## config.mk

```make
export PLATFORM = sky130hd
export DESIGN_NAME = postfix_stack_evaluator
export DESIGN_NICKNAME = d
export VERILOG_FILES = /design/src/rtl/pse_pkg.sv /design/src/rtl/postfix_stack_evaluator.sv
export VERILOG_INCLUDE_DIRS = /design/src /design/src/rtl
export SDC_FILE = /design/constraint.sdc
export NUM_CORES = 2
export LEC_CHECK = 0
export BUFFER_PORTS_ARGS = -buffer_cell sky130_fd_sc_hd__buf_2
export CAP_MARGIN = 0
export CORE_MARGIN = 2
export CORE_UTILIZATION = 55
export DETAILED_ROUTE_END_ITERATION = 12
export PLACE_DENSITY = 0.78
export SYNTH_ARGS = -nofsm -noshare
export SYNTH_HDL_FRONTEND = slang
export SYNTH_SLANG_ARGS = --single-unit
```

## constraint.sdc

```tcl
create_clock -name clk -period 8.7 [get_ports clk]
set_input_delay 0.87 -clock clk [delete_from_list [all_inputs] [get_ports clk]]
set_output_delay 0.87 -clock clk [all_outputs]
set_load 0.01 [all_outputs]
```

## src/rtl/assert_macros.svh

```systemverilog
// ----------------------------------------------------------------------------
// Assertion macros
// Shared concurrent assertion forms, clocked on clk and disabled in reset.
// ----------------------------------------------------------------------------
`ifndef ASSERT_MACROS_SVH
`define ASSERT_MACROS_SVH

// Property must hold at every clock edge.
`define ASSERT_ALWAYS(label, expr, msg) \
	label: assert property (@(posedge clk) disable iff (!arst_n) (expr)) else $error(msg);

// Consequent must hold in the same cycle as the antecedent.
`define ASSERT_IMPLIES(label, ante, cons, msg) \
	label: assert property (@(posedge clk) disable iff (!arst_n) (ante) |-> (cons)) \
		else $error(msg);

// Consequent must hold in the cycle after the antecedent.
`define ASSERT_NEXT(label, ante, cons, msg) \
	label: assert property (@(posedge clk) disable iff (!arst_n) (ante) |=> (cons)) \
		else $error(msg);

`endif

```

## src/rtl/pse_pkg.sv

```systemverilog
// ----------------------------------------------------------------------------
// pse_pkg
// Types and constants of the postfix stack evaluator.
// ----------------------------------------------------------------------------
package pse_pkg;

	localparam int STACK_DEPTH = 16;
	localparam int CNT_W       = $clog2(STACK_DEPTH + 1);
	localparam int ADDR_W      = (STACK_DEPTH > 1) ? $clog2(STACK_DEPTH) : 1;
	localparam int DATA_W      = 32;
	localparam int STEP_W      = $clog2(DATA_W);

	localparam logic [7:0] CH_TAB   = 8'h09;
	localparam logic [7:0] CH_CR    = 8'h0D;
	localparam logic [7:0] CH_SPACE = 8'h20;
	localparam logic [7:0] CH_STAR  = 8'h2A;
	localparam logic [7:0] CH_PLUS  = 8'h2B;
	localparam logic [7:0] CH_MINUS = 8'h2D;
	localparam logic [7:0] CH_SLASH = 8'h2F;
	localparam logic [7:0] CH_ZERO  = 8'h30;
	localparam logic [7:0] CH_NINE  = 8'h39;

	typedef enum logic [2:0] {
		ST_OK        = 3'd0,
		ST_BAD_CHAR  = 3'd1,
		ST_UNDERFLOW = 3'd2,
		ST_DIV_ZERO  = 3'd3,
		ST_OVERFLOW  = 3'd4,
		ST_EMPTY     = 3'd5
	} status_t;

	typedef enum logic [1:0] {
		OP_ADD,
		OP_SUB,
		OP_MUL,
		OP_DIV
	} op_t;

	typedef enum logic [3:0] {
		S_IDLE,
		S_DECODE,
		S_RD_B,
		S_RD_A,
		S_EXEC,
		S_DIV,
		S_FIX,
		S_PUSH,
		S_TOP,
		S_FINISH
	} state_t;

endpackage

```

## src/rtl/postfix_stack_evaluator.sv

```systemverilog
// ----------------------------------------------------------------------------
// postfix_stack_evaluator
// Evaluates reverse Polish integer expressions given one ASCII character per
// transfer, using an operand stack of 32-bit two's complement values.
//
//   Channel  Dir  Payload                                    Transfer on
//   s_axis   in   tdata[7:0] char_code, tlast end_of_expr    tvalid & tready
//   m_axis   out  tdata[31:0] result_value, tuser[2:0] status tvalid & tready
//
// A digit, whitespace or bad character passes S_IDLE and S_DECODE; + - and *
// also pass S_RD_B, S_RD_A, S_EXEC and S_PUSH. Division adds S_DIV, where one
// shared 32-bit adder runs 32 restoring steps, and S_FIX. An ending character
// adds S_TOP to read the stack top and S_FINISH, which waits for a free result register.
// The stack is a single-port-write, single-port-read memory with a registered
// read; reset clears only the state machine, the count, the error and the output valid.
// ----------------------------------------------------------------------------
`include "assert_macros.svh"

module postfix_stack_evaluator (
	input  logic        clk,
	input  logic        arst_n,
	input  logic        s_axis_tvalid,
	output logic        s_axis_tready,
	input  logic [7:0]  s_axis_tdata,   // [7:0] char_code
	input  logic        s_axis_tlast,   // end_of_expr
	output logic        m_axis_tvalid,
	input  logic        m_axis_tready,
	output logic [31:0] m_axis_tdata,   // [31:0] result_value
	output logic [2:0]  m_axis_tuser    // [2:0] status
);
	import pse_pkg::*;

	// Sequencer and stack bookkeeping.
	state_t state_q, state_d, done_state;
	logic [CNT_W-1:0] cnt_q;
	status_t err_q;

	// Current character, latched at the input transfer.
	logic [7:0] ch_q;
	logic last_q;
	op_t op_q, op_dec;

	// Character classes.
	logic is_space, is_digit, is_op, stack_full, too_few;

	// Operand stack memory.
	logic [DATA_W-1:0] stack_mem [STACK_DEPTH];
	logic [DATA_W-1:0] rd_data_q, wr_data;
	logic [ADDR_W-1:0] rd_addr, wr_addr;
	logic wr_en;

	// Arithmetic datapath.
	logic [DATA_W-1:0] a_q, b_q, res_q, quo_q, rem_q, dvs_q;
	logic neg_q;
	logic [STEP_W-1:0] step_q;
	logic [DATA_W-1:0] alu_x, alu_y, mul_lo, mag_a, mag_b, div_shift;
	logic [DATA_W:0] alu_sum;
	logic alu_sub;

	// Result register.
	logic m_valid_q;
	logic [DATA_W-1:0] m_data_q;
	status_t m_status_q;
	logic out_free;
	status_t fin_status;
	logic [DATA_W-1:0] fin_value;

	// ------------------------------------------------------------------
	// Character decode
	// ------------------------------------------------------------------
	always_comb begin
		is_space = ch_q inside {[CH_TAB:CH_CR], CH_SPACE};
		is_digit = ch_q inside {[CH_ZERO:CH_NINE]};
		is_op    = ch_q inside {CH_PLUS, CH_MINUS, CH_STAR, CH_SLASH};
		case (ch_q)
			CH_PLUS:  op_dec = OP_ADD;
			CH_MINUS: op_dec = OP_SUB;
			CH_STAR:  op_dec = OP_MUL;
			default:  op_dec = OP_DIV;
		endcase
	end

	assign stack_full = (cnt_q == CNT_W'(STACK_DEPTH));
	assign too_few    = (cnt_q < CNT_W'(2));
	assign out_free   = !m_valid_q || m_axis_tready;
	assign done_state = last_q ? S_TOP : S_IDLE;

	// ------------------------------------------------------------------
	// Shared adder: add, subtract and the restoring division step.
	// During division the partial remainder stays below the divisor, so
	// the shifted remainder always fits in 32 bits.
	// ------------------------------------------------------------------
	assign div_shift = {rem_q[DATA_W-2:0], quo_q[DATA_W-1]};

	always_comb begin
		if (state_q == S_DIV) begin
			alu_x   = div_shift;
			alu_y   = dvs_q;
			alu_sub = 1'b1;
		end else begin
			alu_x   = a_q;
			alu_y   = b_q;
			alu_sub = (op_q == OP_SUB);
		end
		alu_sum = {1'b0, alu_x} + {1'b0, alu_y ^ {DATA_W{alu_sub}}}
			+ {{DATA_W{1'b0}}, alu_sub};
	end

	assign mul_lo = a_q * b_q;
	assign mag_a  = a_q[DATA_W-1] ? (~a_q + DATA_W'(1)) : a_q;
	assign mag_b  = b_q[DATA_W-1] ? (~b_q + DATA_W'(1)) : b_q;

	// ------------------------------------------------------------------
	// Next state
	// ------------------------------------------------------------------
	always_comb begin
		state_d = state_q;
		case (state_q)
			S_IDLE: begin
				if (s_axis_tvalid) state_d = S_DECODE;
			end
			S_DECODE: begin
				if (err_q == ST_OK && is_op && !too_few) state_d = S_RD_B;
				else state_d = done_state;
			end
			S_RD_B: state_d = S_RD_A;
			S_RD_A: state_d = S_EXEC;
			S_EXEC: begin
				if (op_q != OP_DIV) state_d = S_PUSH;
				else if (b_q == '0) state_d = done_state;
				else state_d = S_DIV;
			end
			S_DIV: begin
				if (step_q == '1) state_d = S_FIX;
			end
			S_FIX:    state_d = S_PUSH;
			S_PUSH:   state_d = done_state;
			S_TOP:    state_d = S_FINISH;
			S_FINISH: begin
				if (out_free) state_d = S_IDLE;
			end
			default:  state_d = S_IDLE;
		endcase
	end

	// ------------------------------------------------------------------
	// Control outputs: handshake, stack ports and the final result.
	// The second operand is read first, at the top of the stack.
	// ------------------------------------------------------------------
	always_comb begin
		s_axis_tready = (state_q == S_IDLE);
		wr_en   = 1'b0;
		wr_addr = cnt_q[ADDR_W-1:0];
		wr_data = res_q;
		if (state_q == S_RD_B) rd_addr = ADDR_W'(cnt_q - CNT_W'(2));
		else rd_addr = ADDR_W'(cnt_q - CNT_W'(1));
		case (state_q)
			S_DECODE: begin
				wr_en   = (err_q == ST_OK) && is_digit && !stack_full;
				wr_data = DATA_W'(ch_q - CH_ZERO);
			end
			S_PUSH:  wr_en = 1'b1;
			default: wr_en = 1'b0;
		endcase

		if (err_q != ST_OK) fin_status = err_q;
		else if (cnt_q == '0) fin_status = ST_EMPTY;
		else fin_status = ST_OK;
		fin_value = (fin_status == ST_OK) ? rd_data_q : '0;
	end

	// ------------------------------------------------------------------
	// Stack memory
	// ------------------------------------------------------------------
	always_ff @(posedge clk) begin
		if (wr_en) stack_mem[wr_addr] <= wr_data;
		rd_data_q <= stack_mem[rd_addr];
	end

	// ------------------------------------------------------------------
	// Control registers
	// ------------------------------------------------------------------
	always_ff @(posedge clk or negedge arst_n) begin
		if (!arst_n) begin
			state_q   <= S_IDLE;
			cnt_q     <= '0;
			err_q     <= ST_OK;
			m_valid_q <= 1'b0;
		end else begin
			state_q <= state_d;
			// A new result may replace the one leaving in the same cycle.
			if (state_q == S_FINISH && out_free) m_valid_q <= 1'b1;
			else if (m_axis_tready) m_valid_q <= 1'b0;
			case (state_q)
				S_DECODE: begin
					if (err_q == ST_OK) begin
						if (is_digit) begin
							if (stack_full) err_q <= ST_OVERFLOW;
							else cnt_q <= cnt_q + CNT_W'(1);
						end else if (is_op) begin
							if (too_few) err_q <= ST_UNDERFLOW;
						end else if (!is_space) begin
							err_q <= ST_BAD_CHAR;
						end
					end
				end
				S_RD_A: cnt_q <= cnt_q - CNT_W'(2);
				S_EXEC: begin
					if (op_q == OP_DIV && b_q == '0) err_q <= ST_DIV_ZERO;
				end
				S_PUSH: cnt_q <= cnt_q + CNT_W'(1);
				S_FINISH: begin
					if (out_free) begin
						cnt_q <= '0;
						err_q <= ST_OK;
					end
				end
				default: ;
			endcase
		end
	end

	// ------------------------------------------------------------------
	// Datapath registers
	// ------------------------------------------------------------------
	always_ff @(posedge clk) begin
		if (s_axis_tvalid && s_axis_tready) begin
			ch_q   <= s_axis_tdata;
			last_q <= s_axis_tlast;
		end
		case (state_q)
			S_DECODE: op_q <= op_dec;
			S_RD_B:   b_q <= rd_data_q;
			S_RD_A:   a_q <= rd_data_q;
			S_EXEC: begin
				case (op_q)
					OP_MUL:  res_q <= mul_lo;
					default: res_q <= alu_sum[DATA_W-1:0];
				endcase
				quo_q  <= mag_a;
				dvs_q  <= mag_b;
				rem_q  <= '0;
				neg_q  <= a_q[DATA_W-1] ^ b_q[DATA_W-1];
				step_q <= '0;
			end
			S_DIV: begin
				// Carry out of the subtraction means the divisor fits.
				if (alu_sum[DATA_W]) rem_q <= alu_sum[DATA_W-1:0];
				else rem_q <= div_shift;
				quo_q  <= {quo_q[DATA_W-2:0], alu_sum[DATA_W]};
				step_q <= step_q + STEP_W'(1);
			end
			S_FIX: res_q <= neg_q ? (~quo_q + DATA_W'(1)) : quo_q;
			default: ;
		endcase
		if (state_q == S_FINISH && out_free) begin
			m_data_q   <= fin_value;
			m_status_q <= fin_status;
		end
	end

	assign m_axis_tvalid = m_valid_q;
	assign m_axis_tdata  = m_data_q;
	assign m_axis_tuser  = m_status_q;

	// ------------------------------------------------------------------
	// Assertions
	// ------------------------------------------------------------------
	`ASSERT_ALWAYS(a_cnt_bound, cnt_q <= CNT_W'(STACK_DEPTH), "stack count exceeds depth")
	`ASSERT_NEXT(a_err_freeze, err_q != ST_OK && state_q != S_FINISH, $stable(cnt_q), "stack changed after an error")
	`ASSERT_IMPLIES(a_div_nonzero, state_q == S_DIV, dvs_q != '0, "division started with zero divisor")
	`ASSERT_IMPLIES(a_out_source, $rose(m_axis_tvalid), $past(state_q == S_FINISH), "result appeared outside finish")

endmodule
```

==> metrics.cfg <==
[synth]
ys.flop_type = edfxtp_1
synth_area_leader_cell = edfxtp_1
synthCells = 4136
synthesis.nets = 4727
yosysTopAreaCellShare_pct = 44.6
synth_seq_cells = 800
ys.warnings.count = 0
yosysSeqAreaShare_pct = 46.5
postSynthAreaPerCell_um2 = 12.3
synth-edff-count = 755
synth.distinct_cells = 73
synth_area_leaders = edfxtp_1 (45%), fa_1 (16%), mux4_2 (5.7%), and2_1 (4.3%), ha_1 (4.2%)
synthArstFlopShare_pct = 1.63
syn-cell-area_um2 = 50900

[clock_network]
hold_buffers = 0
numCtsBuffers = 79
clock_path_buffers = 3
postCtsSetupRepairBufs = 0
post_cts_resize_count = 0
clk_latency_ns = 0.66
cts_tree = done
cts_max_level = 3
clk_pin_slew_ns = 0.06
cts.sinks = 800
cts_root_buf = clkbuf_16

[worst_setup_path]
end_kind = flip-flop
critPathRequiredTime_ns = 9.17
path_class = flip-flop to flip-flop
cp-start-kind = flip-flop
crit_fanout = 25
crit_arrival_ns = 8.61

[layout]
fin_nets = 4717
drive_gt1_share_pct = 11.0
mostFrequentLayoutCells = edfxtp_1 (755), nand2_1 (521), inv_1 (413), fa_1 (409), and2_1 (346)
layout_commonest_cell = edfxtp_1
finish.utilization_pct = 60.5
area_delta_synth_final_pct = 9.04

[sta]
max_freq_mhz = 123
min_period_ns = 8.15
worst_slew_pin_slew_ns = 1.26
rsz0062_at_grt = false
slew_viol_final = 0
fin_worst_skew_ns = 0.0415
finalSetupViolations = 0
finalCritPeriodShare_pct = 93.6
slew_headroom_pct = 15.8
hold_viol = 0
fin_tns_setup_ns = 0

[floorplan]
io_pins = 50
dieArea_um2 = 94900
start_util_pct = 55.5
die_x_um = 308
dieHeight_um = 308
coreArea_um2 = 91700
row_count = 111

[power_and_ir_drop]
total_power_w = 0.0114
p_per_area_nw_per_um2 = 206
ir_drop_mv = 0.288
leakage_nw = 21.7

[grt]
grt_use_total_pct = 29.5
grt_first_pass_wirelength_mm = 208
grt_pass1_vias = 33802
grt_overflow = 0
grt_max_degree = 129
antenna_found_initial = 10

[hold_path]
min_path_type = primary input to asynchronous set/reset pin

[detailed_routing]
drtIter0Drc = 3778
vias = 33012
via_per_inst = 6.14
routed_wirelength_mm = 137
dr.pass1.iters = 8
wl_per_cell_um = 25.4
drc_errors = 0
ant_nets = 0

[place]
hpwl_mm = 91.5
port-buffer-count = 49
place.gp.congestion = 1.00

[status]
status = finished clean

[job]
drv_cap = 0

==> Yosys cell counts, types with 25 or more instances <==
library cell and instances:
and2_1 347, ha_1 169, a21oi_1 131, o21ai_0 132, inv_1 413, buf_1 26
fa_1 409, edfxtp_1 755, nor3_1 25, o31ai_1 29, xnor2_1 145, mux2i_1 61
a21o_1 25, clkbuf_1 217, a211oi_1 53, nand2_1 521, nor2_1 130, dfxtp_1 32
mux4_2 128, nor2b_1 43, xor2_1 94
==> area by class of cell <==
type	instances	area, µm²
antenna	4	10.0
clock buffer	104	2190
clock inverter	41	552
fill	6903	36200
inverter	413	1550
multi-input combinational	2678	25000
sequential	800	23600
tap	1186	1480
timing repair buffer	154	1050
==> metrics by stage <==
| stage | worst slack (ns) | instance area [µm²] | hold slack, ns | std cells |
|---|---|---|---|---|
| 6_report | 0.554 | 55500 | 0.114 | 5380 |
| 5_1_grt | 0.306 | 55500 | 0.122 | 5377 |
| 4_1_cts | 0.700 | 55500 | 0.103 | 5376 |
| 3_5_place_dp | 0.713 | 52700 | 0.451 | 5231 |
| 3_3_place_gp | 0.808 | 52700 | 0.435 | 5231 |
| 2_1_floorplan | 1.40 | 50900 | 0.417 | 4136 |
==> sequential cells by signal (all words and copies together) (netlist names), 4 cells and up <==
register      cells
stack_mem       512
a_q              32
b_q              32
dvs_q            32
m_axis_tdata     32
quo_q            32
rd_data_q        32
res_q            32
rem_q            31
ch_q              8
cnt_q             5
step_q            5
state_q           4
==> power breakdown <==
group	switching [W]	internal, W	leakage [nW]
Combinational	0.00169	0.00115	13.1
Sequential	0.000264	0.00469	7.26
Clock	0.00154	0.00207	1.33
==> metal layers <==
metal	global-route usage, %	part of all wire, %	vias up	routed length, µm
met3	5.28	9.7	398	13200
li1	-	-	14078	-
met1	39.3	37	16710	51100
met4	15.4	6.0	8	8140
met2	46.6	47	1818	64000
met5	0	0.044	-	60
==> logic make-up (layout without fill, tap and decap cells) <==
group	after synthesis	in the layout	synth area share, %
simple gates	1198	1198	11.6
flops	800	800	46.5
buf+inv	658	712	4.87
fa+ha+maj	578	578	20.3
compound gates	469	469	5.71
xor+xnor	239	239	4.12
mux	194	194	6.98
other cells	0	4	0
==> final timing paths <==
| check | endpoint | cells past startpoint | slack (ns) | startpoint |
|---|---|---|---|---|
| max | res_q[31] | 24 | 0.55 | a_q[3] |
| min | cnt_q[1] | 1 | 0.11 | arst_n |
| max reg2reg | res_q[31] | 24 | 0.55 | a_q[3] |
| min reg2reg | m_axis_tuser[1] | 0 | 0.47 | err_q[1] |
| max in group asynchronous | err_q[0] | 1 | 8.32 | arst_n |
| min in group clk | ch_q[4] | 1 | 0.40 | s_axis_tdata[4] |
==> worst max-delay path, cell delays in order, from the launching register on <==
cell       delay [ns]
edfxtp_1         1.16
buf_4            0.36
nand2_1          0.10
fa_1             0.46
fa_1             0.44
fa_1             0.51
inv_1            0.04
ha_1             0.17
ha_1             0.28
ha_1             0.13
inv_1            0.05
fa_1             0.49
inv_1            0.05
fa_1             0.44
ha_1             0.22
or3_1            0.37
o21bai_1         0.22
a2111oi_0        0.86
nor2_1           0.23
a31oi_1          0.52
o21ai_0          0.25
a31oi_1          0.24
xnor2_1          0.13
nand2_1          0.07
a22oi_1          0.15
(Power assumes the default switching activity.)
